==> src/rtl/llxy_pkg.sv <==
// Shared types, constants and the arc tangent table for the lat/lon to local XY projection.
package llxy_pkg;

  // Saturation limits, degrees * 1e7
  localparam logic signed [30:0] LAT_MAX = 31'sd900000000;
  localparam logic signed [31:0] LON_MAX = 32'sd1800000000;

  // mm per 1e-7 degree on a 6378137 m sphere, Q36 (pi truncated to Q36 first)
  localparam logic [63:0] MM_PER_UNIT_Q36 =
    (64'h0000_0032_43F6_A888 * 64'd6378137 + 64'd900000) / 64'd1800000;
  localparam logic [19:0] MM_LO = MM_PER_UNIT_Q36[19:0];
  localparam logic [19:0] MM_HI = MM_PER_UNIT_Q36[39:20];

  // half the radians per 1e-7 degree, Q62 (pi truncated to Q62 first)
  localparam logic [63:0] RAD_Q62_W =
    (64'hC90F_DAA2_2168_C234 + 64'd1800000000) / 64'd3600000000;
  localparam logic [31:0] RAD_Q62 = RAD_Q62_W[31:0];

  localparam logic signed [31:0] CORDIC_GAIN_Q30 = 32'sd652032874;
  localparam logic [30:0]        ONE_Q30         = 31'd1073741824;

  // atan(2^-i), Q30, truncated (entries 27 to 30 rounded up)
  localparam logic [29:0] ATAN_Q30 [32] = '{
    30'd843314856, 30'd497837829, 30'd263043836, 30'd133525158, 30'd67021686,
    30'd33543515, 30'd16775850, 30'd8388437, 30'd4194282, 30'd2097149,
    30'd1048575, 30'd524287, 30'd262143, 30'd131071, 30'd65535, 30'd32767,
    30'd16383, 30'd8191, 30'd4095, 30'd2047, 30'd1023, 30'd511, 30'd255,
    30'd127, 30'd63, 30'd31, 30'd15, 30'd8, 30'd4, 30'd2, 30'd1, 30'd0
  };

  typedef struct packed {
    logic signed [30:0] latitude_e7;
    logic signed [31:0] longitude_e7;
  } in_t;

  typedef struct packed {
    logic signed [36:0] east_mm;
    logic signed [35:0] north_mm;
    logic               is_origin_fix;
  } out_t;

  // Values that ride alongside the rotation
  typedef struct packed {
    logic        is_origin;
    logic        north_neg;
    logic [34:0] north_mag;
    logic        east_neg;
    logic [43:0] east_p;     // |dlon| in mm, Q8
  } side_t;

  typedef struct packed {
    logic signed [31:0] x;
    logic signed [31:0] y;
    logic signed [31:0] z;
    side_t              side;
  } cordic_t;

endpackage

==> src/rtl/llxy_cordic_cell.sv <==
// One rotation step of the cosine chain.
module llxy_cordic_cell import llxy_pkg::*; #(
  parameter int unsigned STAGE = 0
) (
  input  logic    clk,
  input  logic    rst_n,
  input  logic    en,
  input  logic    v_in,
  input  cordic_t d_in,
  output logic    v_out,
  output cordic_t d_out
);

  logic    v_r;
  cordic_t d_r;
  cordic_t d_nxt;

  always_comb begin
    logic signed [31:0] dx;
    logic signed [31:0] dy;
    logic signed [31:0] at;
    dx = d_in.y >>> STAGE;
    dy = d_in.x >>> STAGE;
    at = $signed({2'b00, ATAN_Q30[STAGE]});
    d_nxt = d_in;
    if (!d_in.z[31]) begin
      d_nxt.x = d_in.x - dx;
      d_nxt.y = d_in.y + dy;
      d_nxt.z = d_in.z - at;
    end else begin
      d_nxt.x = d_in.x + dx;
      d_nxt.y = d_in.y - dy;
      d_nxt.z = d_in.z + at;
    end
  end

  always_ff @(posedge clk) begin
    if (!rst_n) begin
      v_r <= 1'b0;
    end else if (en) begin
      v_r <= v_in;
    end
  end

  always_ff @(posedge clk) begin
    if (en) begin
      d_r <= d_nxt;
    end
  end

  assign v_out = v_r;
  assign d_out = d_r;

endmodule

==> config.mk <==
export PLATFORM = sky130hd
export DESIGN_NAME = llxy_cordic_cell
export DESIGN_NICKNAME = d
export VERILOG_FILES = /design/src/rtl/llxy_pkg.sv /design/src/rtl/llxy_cordic_cell.sv
export SDC_FILE = /design/constraint.sdc
export NUM_CORES = 1
export LEC_CHECK = 0
export BUFFER_PORTS_ARGS = -buffer_cell sky130_fd_sc_hd__buf_2
export CORE_ASPECT_RATIO = 0.8
export CORE_MARGIN = 1
export CORE_UTILIZATION = 50
export DETAILED_ROUTE_END_ITERATION = 16
export HOLD_SLACK_MARGIN = 0.12
export PLACE_DENSITY = 0.84
export REMOVE_ABC_BUFFERS = 1
export SLEW_MARGIN = 20
export SYNTH_ARGS = -nofsm -noshare
export SYNTH_HDL_FRONTEND = slang
export SYNTH_SLANG_ARGS = --single-unit
export TNS_END_PERCENT = 50
==> constraint.sdc <==
create_clock -name clk -period 12.9 [get_ports clk]
set_input_delay 2.58 -clock clk [delete_from_list [all_inputs] [get_ports clk]]
set_output_delay 2.58 -clock clk [all_outputs]
set_load 0.1 [all_outputs]
==> metrics list <==
* Remaining global-route overflow: 0
- Critical hold path startpoint: v_out
- The final-report hold violation count came to 0.
- Cell family with the largest share of critical-path delay: compound AO/OA/AOI/OAI gates
* Wirelength per Cell: 19.2 um
- The largest single stage delay on the critical path is 0.57 ns.
- Vias/cell: 5.65
* Clock Sink Count: 178
- For this design the static power due to leakage is 6.56 nW.
* Final-layout fill cell count: 1987
* Number of instances resized during post-cts repair: 0
* Gp weighted congestion: 0.968
* Worst slew pin tran: 1.07 ns
* Synth top area share: 0.442
- Synthesis handed over a netlist of 1173 instances.
* All-Layer GR Usage: 0.282
- Dominant synthesized flop cell: sky130_fd_sc_hd__edfxtp_1
* RSZ-0062 raised after global routing: false
- The initial antenna violation count came to 0.
- Once detail routing completed, the nets flagged for antenna violations numbered 0.
- Of all cell types, the one taking the most synthesized area is sky130_fd_sc_hd__edfxtp_1.
* Maxcap violations: 0
- Clock tree synthesis selected as its root buffer the cell sky130_fd_sc_hd__clkbuf_16.
- The min-delay analysis places its worst path in the category reg -> reg.
* Power, Total: 0.00228 W
- Post-route insts no fill: 1837
- Reg-to-Reg End: v_out
- At the end of the flow the core is filled with cells to 0.623.
- The first TritonRoute pass finished after 5 iterations.
- Most common cell in the synthesized netlist: sky130_fd_sc_hd__edfxtp_1
- The die is 175 um wide.
- TritonCTS built the clock tree.
- After clock tree synthesis, the flow added hold-fix buffers numbering 0.
- The final number of max-transition violations is 0.
- Post-synthesis cell area: 12000 um^2
- Reg2Reg Launch Point: v_out
- On the critical path, the stage with the largest delay is an instance of sky130_fd_sc_hd__o41ai_2.
- Flip-flop and latch count after synthesis: 178
- Nature of the critical path endpoint: flop
- DP HPWL: 28.4 mm
- Cells on worst reg2reg path: 2
* Commonest cells post-synth: 177 x sky130_fd_sc_hd__edfxtp_1, 124 x sky130_fd_sc_hd__a21oi_1, 121 x sky130_fd_sc_hd__ha_1, 110 x sky130_fd_sc_hd__inv_1, 106 x sky130_fd_sc_hd__nor2_1
* Fmax: 0.182 GHz
* Clock skew after layout: 0 ns
- The setup path with the least slack is of type in -> reg.
* Critical path buffers and inverters: 2
* Data required time at the worst endpoint: 13.05 ns
* Cell-by-cell listing of the critical path: buf_2 -> inv_1 -> ha_1 -> nand2b_1 -> a221oi_1 -> o41a_2 -> o41ai_2 -> o21a_1 -> o31ai_4 -> a21boi_2 -> mux2i_1 -> xnor2_1
- Cell Pwr Density: 156 nW/um^2
* Worst hold path endpoint: v_out
* Core area: 23500 um^2
- Kind of launch point of the worst setup path: primary input
- In the finished design, the share of the clock period the worst path needs comes to 0.427.
- The later pin in the worst-skew pair is clocked with a latency of 0.42 ns.
* Largest net degree at the start of global routing: 123
* Maximum level of the CTS H-tree: 4
- The floorplan step set the die height to 141 um.
* Worst setup path startpoint: d_in[118]
* Initial drt markers: 958
- Stages on the worst setup path: 12
- Once placement completed, the tool counted placed cells totaling 1805.
- Clock transition time at the flip-flop clock pins of the worst setup and hold paths: 0.07 ns
* Total CTS buffers: 17
- Across the VDD grid, the largest voltage drop is 0.000101 V.
* Area Growth Syn to Fin: 21.8%
* Endpoint arrival time on the critical path: 5.66 ns
- Final critical delay including setup and external delays: 5.51 ns
- Ranked by total cell area, the synthesized netlist is headed by sky130_fd_sc_hd__edfxtp_1 44%, sky130_fd_sc_hd__ha_1 13%, sky130_fd_sc_hd__xnor2_1 5.3%.
- Sequential-to-total area share from yosys stat: 0.444
- # IOs: 361
- The die covers 24700 um^2.
* Initial core utilization: 0.511
- The worst hold path was traced through 2 stages.
* Port Buffer Count: 360
* Average instance area after synthesis: 10.3 um^2
- 0 antenna diodes ended up in the layout.
- Max Root-Sink Buffers: 2
* Total setup violations reported at the end of the flow: 0
- The number of global-route vias before repair came to 9725.
* Worst hold slack across all endpoints: 0.558 ns
- In this run the post-CTS setup repair buffer count came out at 0.
- Result of the run: finished, final reports clean
* Wire length after detailed routing: 35.3 mm
- Yosys printed 0 warnings.
* Max transition margin: 0.284
- Of all nets on the critical path, the largest fanout is 13.
- Total DRC errors in the routed layout: 0
- After synthesis, the share of flip-flops with an asynchronous set or reset is 0.
- Wire length of the first global-routing pass: 54.0 mm
- In this run the register-to-register setup slack is 12.26 ns.
- Share of final-layout standard cells stronger than drive strength 1: 0.275
- Synth unique cells: 81
- After routing, the total negative slack on setup checks comes to 0 ns.
- The net count of the finished layout is 1819.
* Routed vias: 10400
- The initialized floorplan defines 50 standard-cell rows.
- The synthesized design contains 177 enable-type register cells.
[per-layer routing]
| metal | vias to the layer above | GRT usage | routed length, um |
|---|---|---|---|
| met5 | - | 0 | 0 |
| met4 | 0 | 0.0719 | 665 |
| met3 | 38 | 0.0523 | 3200 |
| met2 | 550 | 0.455 | 16400 |
| met1 | 4860 | 0.391 | 15000 |
| li1 | 4935 | - | - |
[power by group]
group	leakage (nW)	switching (W)	internal, W
sequential	1.74	0.0000182	0.000730
clock	0.295	0.000220	0.000308
combinational	4.52	0.000805	0.000201
total	6.56	0.00104	0.00124
[area by class of cell]
type	count	area, um^2	share of cell area
Tap cell	312	390	0.0267
Timing Repair Buffer	363	1830	0.125
Sequential cell	178	5340	0.364
Inverter	113	424	0.0290
Clock buffer	18	429	0.0293
Multi-Input combinational cell	839	6060	0.414
Clock inverter	14	175	0.0120
[per-stage QoR]
| step | worst slack (ns) | instance area (um^2) |
|---|---|---|
| after floorplan | 7.47 | 11800 |
| after global placement | 7.12 | 14000 |
| after detailed placement | 7.11 | 14000 |
| after CTS | 7.56 | 14600 |
| after global routing | 7.30 | 14600 |
| final | 7.39 | 14600 |
[worst max path at each step]
stage                       to  slack, ns
global route        d_out[112]       7.30
floorplan           d_out[109]       7.47
finish              d_out[133]       7.39
global placement    d_out[112]       7.12
CTS                 d_out[112]       7.56
detailed placement  d_out[112]       7.11
[tightest hold or removal path, stage by stage, from the launching register on]
cell and delay (ns):
sky130_fd_sc_hd__dfxtp_1 0.34, sky130_fd_sc_hd__mux2i_1 0.08, sky130_fd_sc_hd__nor2b_1 0.10
[state kept, by name, indices dropped and copies added, names as in the netlist]
register  count
d_out       177
v_out         1
[kinds of logic (layout without fill, tap and decap cells)]
family,Yosys count,after routing,synth area share
AOI/OAI and AO/OA,346,346,0.193
xor gates and xnor gates,86,86,0.0626
adders and majority gates,125,125,0.133
buffers and inverters,156,508,0.0523
DFF,178,178,0.444
muxes,17,17,0.0142
and+or+nand+nor,265,265,0.102
[placed cells by master, fill, tap and decap left out, types with 7 or more instances in the layout]
cell type,netlist,final
sky130_fd_sc_hd__o21a_1,13,13
sky130_fd_sc_hd__xnor2_1,73,73
sky130_fd_sc_hd__nor3_1,20,20
sky130_fd_sc_hd__a211oi_1,17,17
sky130_fd_sc_hd__buf_2,11,358
sky130_fd_sc_hd__ha_1,121,121
sky130_fd_sc_hd__edfxtp_1,177,177
sky130_fd_sc_hd__o21ai_1,8,8
sky130_fd_sc_hd__nor2b_1,8,8
sky130_fd_sc_hd__mux2i_1,17,17
sky130_fd_sc_hd__o21bai_1,24,24
sky130_fd_sc_hd__o221ai_1,10,10
sky130_fd_sc_hd__nor2_1,106,106
sky130_fd_sc_hd__nand3_1,14,14
sky130_fd_sc_hd__inv_1,110,110
sky130_fd_sc_hd__xor2_1,13,13
sky130_fd_sc_hd__and3_1,7,7
sky130_fd_sc_hd__nand2_1,67,67
sky130_fd_sc_hd__a21o_1,26,26
sky130_fd_sc_hd__a31oi_1,10,10
sky130_fd_sc_hd__clkbuf_16,0,17
sky130_fd_sc_hd__nand4_1,11,11
sky130_fd_sc_hd__a21oi_1,124,124
sky130_fd_sc_hd__o21ai_0,51,51
No activity file was read; power rests on OpenSTA's default activity.
