File: src/rtl/llxy_pkg.sv
// Shared types, constants and the arc tangent table for the lat/lon to local XY projection.
package llxy_pkg;

  // Saturation limits, degrees * 1e7
  localparam logic signed [30:0] LAT_MAX = 31'sd900000000;
  localparam logic signed [31:0] LON_MAX = 32'sd1800000000;

  // mm per 1e-7 degree on a 6378137 m sphere, Q36 (pi truncated to Q36 first)
  localparam logic [63:0] MM_PER_UNIT_Q36 =
    (64'h0000_0032_43F6_A888 * 64'd6378137 + 64'd900000) / 64'd1800000;
  localparam logic [19:0] MM_LO = MM_PER_UNIT_Q36[19:0];
  localparam logic [19:0] MM_HI = MM_PER_UNIT_Q36[39:20];

  // half the radians per 1e-7 degree, Q62 (pi truncated to Q62 first)
  localparam logic [63:0] RAD_Q62_W =
    (64'hC90F_DAA2_2168_C234 + 64'd1800000000) / 64'd3600000000;
  localparam logic [31:0] RAD_Q62 = RAD_Q62_W[31:0];

  localparam logic signed [31:0] CORDIC_GAIN_Q30 = 32'sd652032874;
  localparam logic [30:0]        ONE_Q30         = 31'd1073741824;

  // atan(2^-i), Q30, truncated (entries 27 to 30 rounded up)
  localparam logic [29:0] ATAN_Q30 [32] = '{
    30'd843314856, 30'd497837829, 30'd263043836, 30'd133525158, 30'd67021686,
    30'd33543515, 30'd16775850, 30'd8388437, 30'd4194282, 30'd2097149,
    30'd1048575, 30'd524287, 30'd262143, 30'd131071, 30'd65535, 30'd32767,
    30'd16383, 30'd8191, 30'd4095, 30'd2047, 30'd1023, 30'd511, 30'd255,
    30'd127, 30'd63, 30'd31, 30'd15, 30'd8, 30'd4, 30'd2, 30'd1, 30'd0
  };

  typedef struct packed {
    logic signed [30:0] latitude_e7;
    logic signed [31:0] longitude_e7;
  } in_t;

  typedef struct packed {
    logic signed [36:0] east_mm;
    logic signed [35:0] north_mm;
    logic               is_origin_fix;
  } out_t;

  // Values that ride alongside the rotation
  typedef struct packed {
    logic        is_origin;
    logic        north_neg;
    logic [34:0] north_mag;
    logic        east_neg;
    logic [43:0] east_p;     // |dlon| in mm, Q8
  } side_t;

  typedef struct packed {
    logic signed [31:0] x;
    logic signed [31:0] y;
    logic signed [31:0] z;
    side_t              side;
  } cordic_t;

endpackage

File: src/rtl/llxy_front.sv
// Front end: saturation, origin latch, differences, scaling products and CORDIC angle.
module llxy_front import llxy_pkg::*; (
  input  logic    clk,
  input  logic    rst_n,
  input  logic    en,
  input  logic    in_valid,
  input  in_t     in_data,
  output logic    v_out,
  output cordic_t d_out
);

  logic accept;
  logic signed [30:0] lat_sat_nxt;
  logic signed [31:0] lon_sat_nxt;

  logic               origin_seen_r;
  logic signed [30:0] origin_lat_r;
  logic signed [31:0] origin_lon_r;

  // stage 0: saturated fix
  logic               s0_v_r, s0_org_r;
  logic signed [30:0] s0_lat_r;
  logic signed [31:0] s0_lon_r;

  // stage 1: signed differences and sum
  logic               s1_v_r, s1_org_r;
  logic signed [31:0] s1_dlat_r, s1_sum_r;
  logic signed [32:0] s1_dlon_r;
  logic signed [31:0] dlat_nxt, sum_nxt;
  logic signed [32:0] dlon_nxt;

  // stage 2: magnitudes
  logic        s2_v_r, s2_org_r, s2_nneg_r, s2_eneg_r;
  logic [30:0] s2_dlat_r, s2_sum_r;
  logic [31:0] s2_dlon_r;

  // stage 3: partial products
  logic        s3_v_r, s3_org_r, s3_nneg_r, s3_eneg_r;
  logic [62:0] s3_th_r;
  logic [50:0] s3_nlo_r, s3_nhi_r;
  logic [51:0] s3_elo_r, s3_ehi_r;

  // stage 4 sums
  logic [63:0] th_sum_nxt;
  logic [71:0] n_sum_nxt;
  logic [72:0] e_sum_nxt;

  logic    v_r;
  cordic_t d_r;

  assign accept = en & in_valid;

  always_comb begin
    if (in_data.latitude_e7 > LAT_MAX)       lat_sat_nxt = LAT_MAX;
    else if (in_data.latitude_e7 < -LAT_MAX) lat_sat_nxt = -LAT_MAX;
    else                                     lat_sat_nxt = in_data.latitude_e7;
    if (in_data.longitude_e7 > LON_MAX)       lon_sat_nxt = LON_MAX;
    else if (in_data.longitude_e7 < -LON_MAX) lon_sat_nxt = -LON_MAX;
    else                                      lon_sat_nxt = in_data.longitude_e7;
  end

  assign dlat_nxt = {s0_lat_r[30], s0_lat_r} - {origin_lat_r[30], origin_lat_r};
  assign sum_nxt  = {s0_lat_r[30], s0_lat_r} + {origin_lat_r[30], origin_lat_r};
  assign dlon_nxt = {s0_lon_r[31], s0_lon_r} - {origin_lon_r[31], origin_lon_r};

  assign th_sum_nxt = {1'b0, s3_th_r} + (64'd1 << 31);
  assign n_sum_nxt  = 72'({s3_nhi_r, 20'd0}) + 72'(s3_nlo_r) + (72'd1 << 35);
  assign e_sum_nxt  = 73'({s3_ehi_r, 20'd0}) + 73'(s3_elo_r) + (73'd1 << 27);

  always_ff @(posedge clk) begin
    if (!rst_n) begin
      origin_seen_r <= 1'b0;
      s0_v_r        <= 1'b0;
      s1_v_r        <= 1'b0;
      s2_v_r        <= 1'b0;
      s3_v_r        <= 1'b0;
      v_r           <= 1'b0;
    end else begin
      if (accept) origin_seen_r <= 1'b1;
      if (en) begin
        s0_v_r <= in_valid;
        s1_v_r <= s0_v_r;
        s2_v_r <= s1_v_r;
        s3_v_r <= s2_v_r;
        v_r    <= s3_v_r;
      end
    end
  end

  // first fix after reset becomes the origin
  always_ff @(posedge clk) begin
    if (accept && !origin_seen_r) begin
      origin_lat_r <= lat_sat_nxt;
      origin_lon_r <= lon_sat_nxt;
    end
  end

  always_ff @(posedge clk) begin
    if (en) begin
      s0_lat_r <= lat_sat_nxt;
      s0_lon_r <= lon_sat_nxt;
      s0_org_r <= !origin_seen_r;

      s1_dlat_r <= dlat_nxt;
      s1_dlon_r <= dlon_nxt;
      s1_sum_r  <= sum_nxt;
      s1_org_r  <= s0_org_r;

      s2_dlat_r <= s1_dlat_r[31] ? 31'(-s1_dlat_r) : s1_dlat_r[30:0];
      s2_dlon_r <= s1_dlon_r[32] ? 32'(-s1_dlon_r) : s1_dlon_r[31:0];
      s2_sum_r  <= s1_sum_r[31]  ? 31'(-s1_sum_r)  : s1_sum_r[30:0];
      s2_nneg_r <= s1_dlat_r[31];
      s2_eneg_r <= s1_dlon_r[32];
      s2_org_r  <= s1_org_r;

      s3_th_r   <= 63'(s2_sum_r) * 63'(RAD_Q62);
      s3_nlo_r  <= 51'(s2_dlat_r) * 51'(MM_LO);
      s3_nhi_r  <= 51'(s2_dlat_r) * 51'(MM_HI);
      s3_elo_r  <= 52'(s2_dlon_r) * 52'(MM_LO);
      s3_ehi_r  <= 52'(s2_dlon_r) * 52'(MM_HI);
      s3_nneg_r <= s2_nneg_r;
      s3_eneg_r <= s2_eneg_r;
      s3_org_r  <= s2_org_r;

      d_r.x              <= CORDIC_GAIN_Q30;
      d_r.y              <= '0;
      d_r.z              <= $signed({1'b0, th_sum_nxt[62:32]});
      d_r.side.is_origin <= s3_org_r;
      d_r.side.north_neg <= s3_nneg_r;
      d_r.side.north_mag <= n_sum_nxt[70:36];
      d_r.side.east_neg  <= s3_eneg_r;
      d_r.side.east_p    <= e_sum_nxt[71:28];
    end
  end

  assign v_out = v_r;
  assign d_out = d_r;

endmodule

File: config.mk
export PLATFORM = sky130hd
export DESIGN_NAME = llxy_front
export DESIGN_NICKNAME = d
export VERILOG_FILES = /design/src/rtl/llxy_pkg.sv /design/src/rtl/llxy_front.sv
export SDC_FILE = /design/constraint.sdc
export NUM_CORES = 2
export LEC_CHECK = 0
export ABC_CLOCK_PERIOD_IN_PS = 10100
export CORE_MARGIN = 8
export CORE_UTILIZATION = 37
export DETAILED_ROUTE_END_ITERATION = 7
export DONT_BUFFER_PORTS = 1
export HOLD_SLACK_MARGIN = 0.03
export PLACE_DENSITY = 0.62
export SYNTH_ARGS = -nofsm -noshare
export SYNTH_HDL_FRONTEND = slang
export SYNTH_SLANG_ARGS = --single-unit
File: constraint.sdc
create_clock -name clk -period 10.1 [get_ports clk]
set_clock_uncertainty 0.2 [all_clocks]
set_input_delay 2.02 -clock clk [delete_from_list [all_inputs] [get_ports clk]]
set_output_delay 2.02 -clock clk [all_outputs]
set_load 0.1 [all_outputs]
==> flow_metrics.py <==
metrics = {
    "run_status": {
        "outcome": "complete, no violations",
    },
    "yosys": {
        "synth_top_cell_by_area": "sky130_fd_sc_hd__fa_1",
        "synth-adder-area-share_pct": 48.7,
        "yosys.area_share.simple_pct": 5.71,
        "yosys.area.top_type_share_pct": 27.4,
        "synth_compound_area_share_pct": 7.78,
        "synth.distinct_cells": 83,
        "yosysWarningCount": 0,
        "post_synth_inst_count": 7777,
        "ys_top_cells_by_area": "sky130_fd_sc_hd__fa_1 (27%), sky130_fd_sc_hd__edfxtp_1 (23%), sky130_fd_sc_hd__ha_1 (21%)",
        "netlist_area_um2": 83300,
        "ys_seq_elements": 638,
        "average_cell_area_after_synthesis_um2": 10.7,
        "async_flop_share_pct": 0,
        "synth_enable_flop_cells": 632,
        "synth-xor-area-share_pct": 4.92,
        "synth_top_family_by_area": "adder cells",
        "seq_area_frac_synth_pct": 22.9,
        "synthMuxAreaShare_pct": 0.0721,
        "postSynth.topFlopCell": "sky130_fd_sc_hd__edfxtp_1",
    },
    "timing": {
        "post_route_setup_tns_ps": 0,
        "worstMarginPinSlew_ps": 1280,
        "timing.hold.ws_ps": 219,
        "setup_viol": 0,
        "hold_violations": 0,
        "report.final.slew_viol_count": 0,
        "timing.final.crit_share_pct": 85.1,
        "final.min_clock_period_ps": 8590,
        "grt_setup_unrepaired": "false",
        "max-slew-margin-rel_pct": 14.9,
        "max_freq_mhz": 116,
    },
    "cts": {
        "clockRootBuffer": "sky130_fd_sc_hd__clkbuf_16",
        "post_cts_hold_buffer_count": 0,
        "cts_resized": 0,
        "number_of_clock_buffers_inserted_by_tritoncts": 83,
        "ctsHtreeMaxLevel": 3,
        "clock_tree.buffer_depth": 3,
        "cts_num_sinks": 638,
        "insertion_delay_ps": 740,
        "clk_transition_reported_paths_ps": 60,
        "cts_tree": "built",
        "post_cts.repair.setup_buffers": 0,
    },
    "grt": {
        "grt_overflow_total": 0,
        "initial_antenna_violation_count": 15,
        "grt_start_max_net_pins": 576,
        "grtUsageTotal_pct": 18.2,
        "first_pass_grt_wire_length_um": 341000,
        "first_global_vias": 57381,
    },
    "detailed_routing": {
        "drt_first_iter_violations": 3447,
        "wire_per_inst_um": 20.3,
        "wirelength_met1_um": 97000,
        "drc_errors": 0,
        "met3_routed_wirelength_um": 9330,
        "routed_wl_um": 221000,
        "top_layer": "met5",
        "via_count": 53738,
        "drtAntennaViolNets": 0,
        "route.met2.wl_um": 107000,
        "detailedRoute.firstPassIterationCount": 6,
        "route.detailed.vias_per_inst": 4.94,
    },
    "worst_setup_path": {
        "criticalPathCategory": "reg2reg",
        "crit_path_end_kind": "flip-flop",
        "cp_data_required_time_ps": 10380,
        "timing.critical_path.to": "s3_th_r[62]",
        "worstReg2RegEnd": "s3_th_r[62]",
        "timing.reg2reg.worst_path_depth": 24,
        "worstSetupStartpointType": "flip-flop",
        "critical_path.startpoint": "s2_sum_r[3]",
        "crit-reg2reg-launch": "s2_sum_r[3]",
        "critical_path_peak_fanout": 8,
        "r2r_setup_slack_ps": 1510,
        "worst_ep_arrival_time_ps": 8870,
    },
    "final_layout": {
        "area_occupied_by_multi_input_gates_um2": 56200,
        "final_cells": 10889,
        "fin_nets": 10425,
        "layout.area.seq_um2": 19100,
        "syn2layout_area_growth_pct": 7.48,
        "mostFrequentLayoutCells": "sky130_fd_sc_hd__inv_1 (1994), sky130_fd_sc_hd__ha_1 (1417), sky130_fd_sc_hd__fa_1 (1140), sky130_fd_sc_hd__edfxtp_1 (632), sky130_fd_sc_hd__xnor2_1 (353)",
        "layout.filler_cells": 21803,
        "non_filler_cell_area_final_um2": 89500,
        "drive_gt1_share_pct": 2.26,
        "final_common_cell": "sky130_fd_sc_hd__inv_1",
    },
    "placed_design": {
        "number_of_cells_after_detailed_placement": 10705,
        "post_place_cell_area_um2": 86600,
        "port_buffers": 0,
        "routabilityCongestion": 0.948,
        "dp_hpwl_um": 187000,
    },
    "floorplanning": {
        "rows": 174,
        "start_util_pct": 37.1,
        "chipHeight_um": 490,
        "dieArea_um2": 241000,
        "die-width_um": 490,
        "num_io_pins": 246,
        "core_region_area_um2": 224000,
    },
    "worst_hold_path": {
        "worst_hold_startpoint": "s2_org_r",
        "min-delay-path-class": "reg2reg",
    },
    "job": {
        "drv_cap": 0,
    },
}
-- registers in the layout (all words and copies together), names as in the netlist, 31 cells and up --
name / count
s2_dlat_r: 31
s0_lon_r: 32
s1_dlat_r: 32
s1_sum_r: 31
origin_lat_r: 31
s3_elo_r: 31
s0_lat_r: 31
s3_nhi_r: 51
s2_dlon_r: 32
d_out: 113
origin_lon_r: 32
s3_ehi_r: 52
s3_th_r: 32
s1_dlon_r: 33
-- cells in the mapped netlist (all sizes together), types with 26 or more instances --
cell,n
a211oi,29
ha,1417
nor3,63
o21ai,222
buf,72
a21o,180
or3,26
o31ai,44
inv,1994
and2,37
fa,1140
xor2,115
nand2,218
o21bai,40
edfxtp,632
nor4,30
nor2,263
a31oi,36
and3,42
nor2b,46
nand4,60
nand3,91
clkbuf,61
o21a,33
nand2b,37
a21oi,302
xnor2,353
-- metrics by stage --
step	utilization (%)	worst slack, ps
after floorplan	-	2310
after global placement	38.6	1560
after detailed placement	38.6	1540
after CTS	39.9	1520
after global routing	39.9	975
final	39.9	1510
-- worst min path at each step --
stage | to | slack (ps) | cells after the start
floorplan | d_out[44] | 200 | 0
detailed placement | d_out[81] | 210 | 0
global placement | d_out[81] | 200 | 0
CTS | s1_org_r | 220 | 0
finish | s3_org_r | 220 | 0
global route | s2_org_r | 230 | 0
-- cell type report --
| cell class | instances | area share [%] |
|---|---|---|
| diodes | 31 | 0.0867 |
| well taps | 2992 | 4.18 |
| clock inverters | 57 | 0.742 |
| repair buffers | 9 | 0.143 |
| inverters | 1997 | 8.37 |
| multi-input cells | 5072 | 62.8 |
| clock buffers | 93 | 2.36 |
| flip-flops and latches | 638 | 21.3 |
-- kinds of logic (layout without fill, tap and decap cells) --
group,Yosys count,after routing
XOR/XNOR,468,468
AO/OA/AOI/OAI,1011,1011
buffers and inverters,2130,2156
multiplexers,6,6
flip-flops,638,638
AND/OR/NAND/NOR,965,965
adder cells (fa/ha/maj),2557,2557
other,2,96
-- metal layers --
metal | global-route usage (%) | vias to the layer above
li1 | - | 25292
met4 | 6.21 | 2
met3 | 2.41 | 273
met5 | 0 | -
met1 | 24.1 | 26997
met2 | 30.7 | 1174
-- worst max-delay path, stage by stage (launching register included) --
cell and delay, ps:
sky130_fd_sc_hd__edfxtp_1 600, sky130_fd_sc_hd__inv_1 160, sky130_fd_sc_hd__fa_1 570, sky130_fd_sc_hd__inv_1 70
sky130_fd_sc_hd__ha_1 290, sky130_fd_sc_hd__ha_1 290, sky130_fd_sc_hd__ha_1 270, sky130_fd_sc_hd__inv_1 50
sky130_fd_sc_hd__fa_1 530, sky130_fd_sc_hd__fa_1 550, sky130_fd_sc_hd__inv_1 70, sky130_fd_sc_hd__fa_1 510
sky130_fd_sc_hd__fa_1 490, sky130_fd_sc_hd__ha_1 410, sky130_fd_sc_hd__nand4_1 150, sky130_fd_sc_hd__nor4_1 660
sky130_fd_sc_hd__o2111ai_1 270, sky130_fd_sc_hd__a41oi_1 470, sky130_fd_sc_hd__o2111ai_1 220, sky130_fd_sc_hd__o21ai_0 550
sky130_fd_sc_hd__o21ai_0 230, sky130_fd_sc_hd__a21oi_1 300, sky130_fd_sc_hd__o31ai_1 120, sky130_fd_sc_hd__a21oi_1 190
sky130_fd_sc_hd__xnor2_1 80
Power is left out: the tool's default activity adds up to more than one toggle a clock period on the data nets, which glitch-free logic cannot reach.
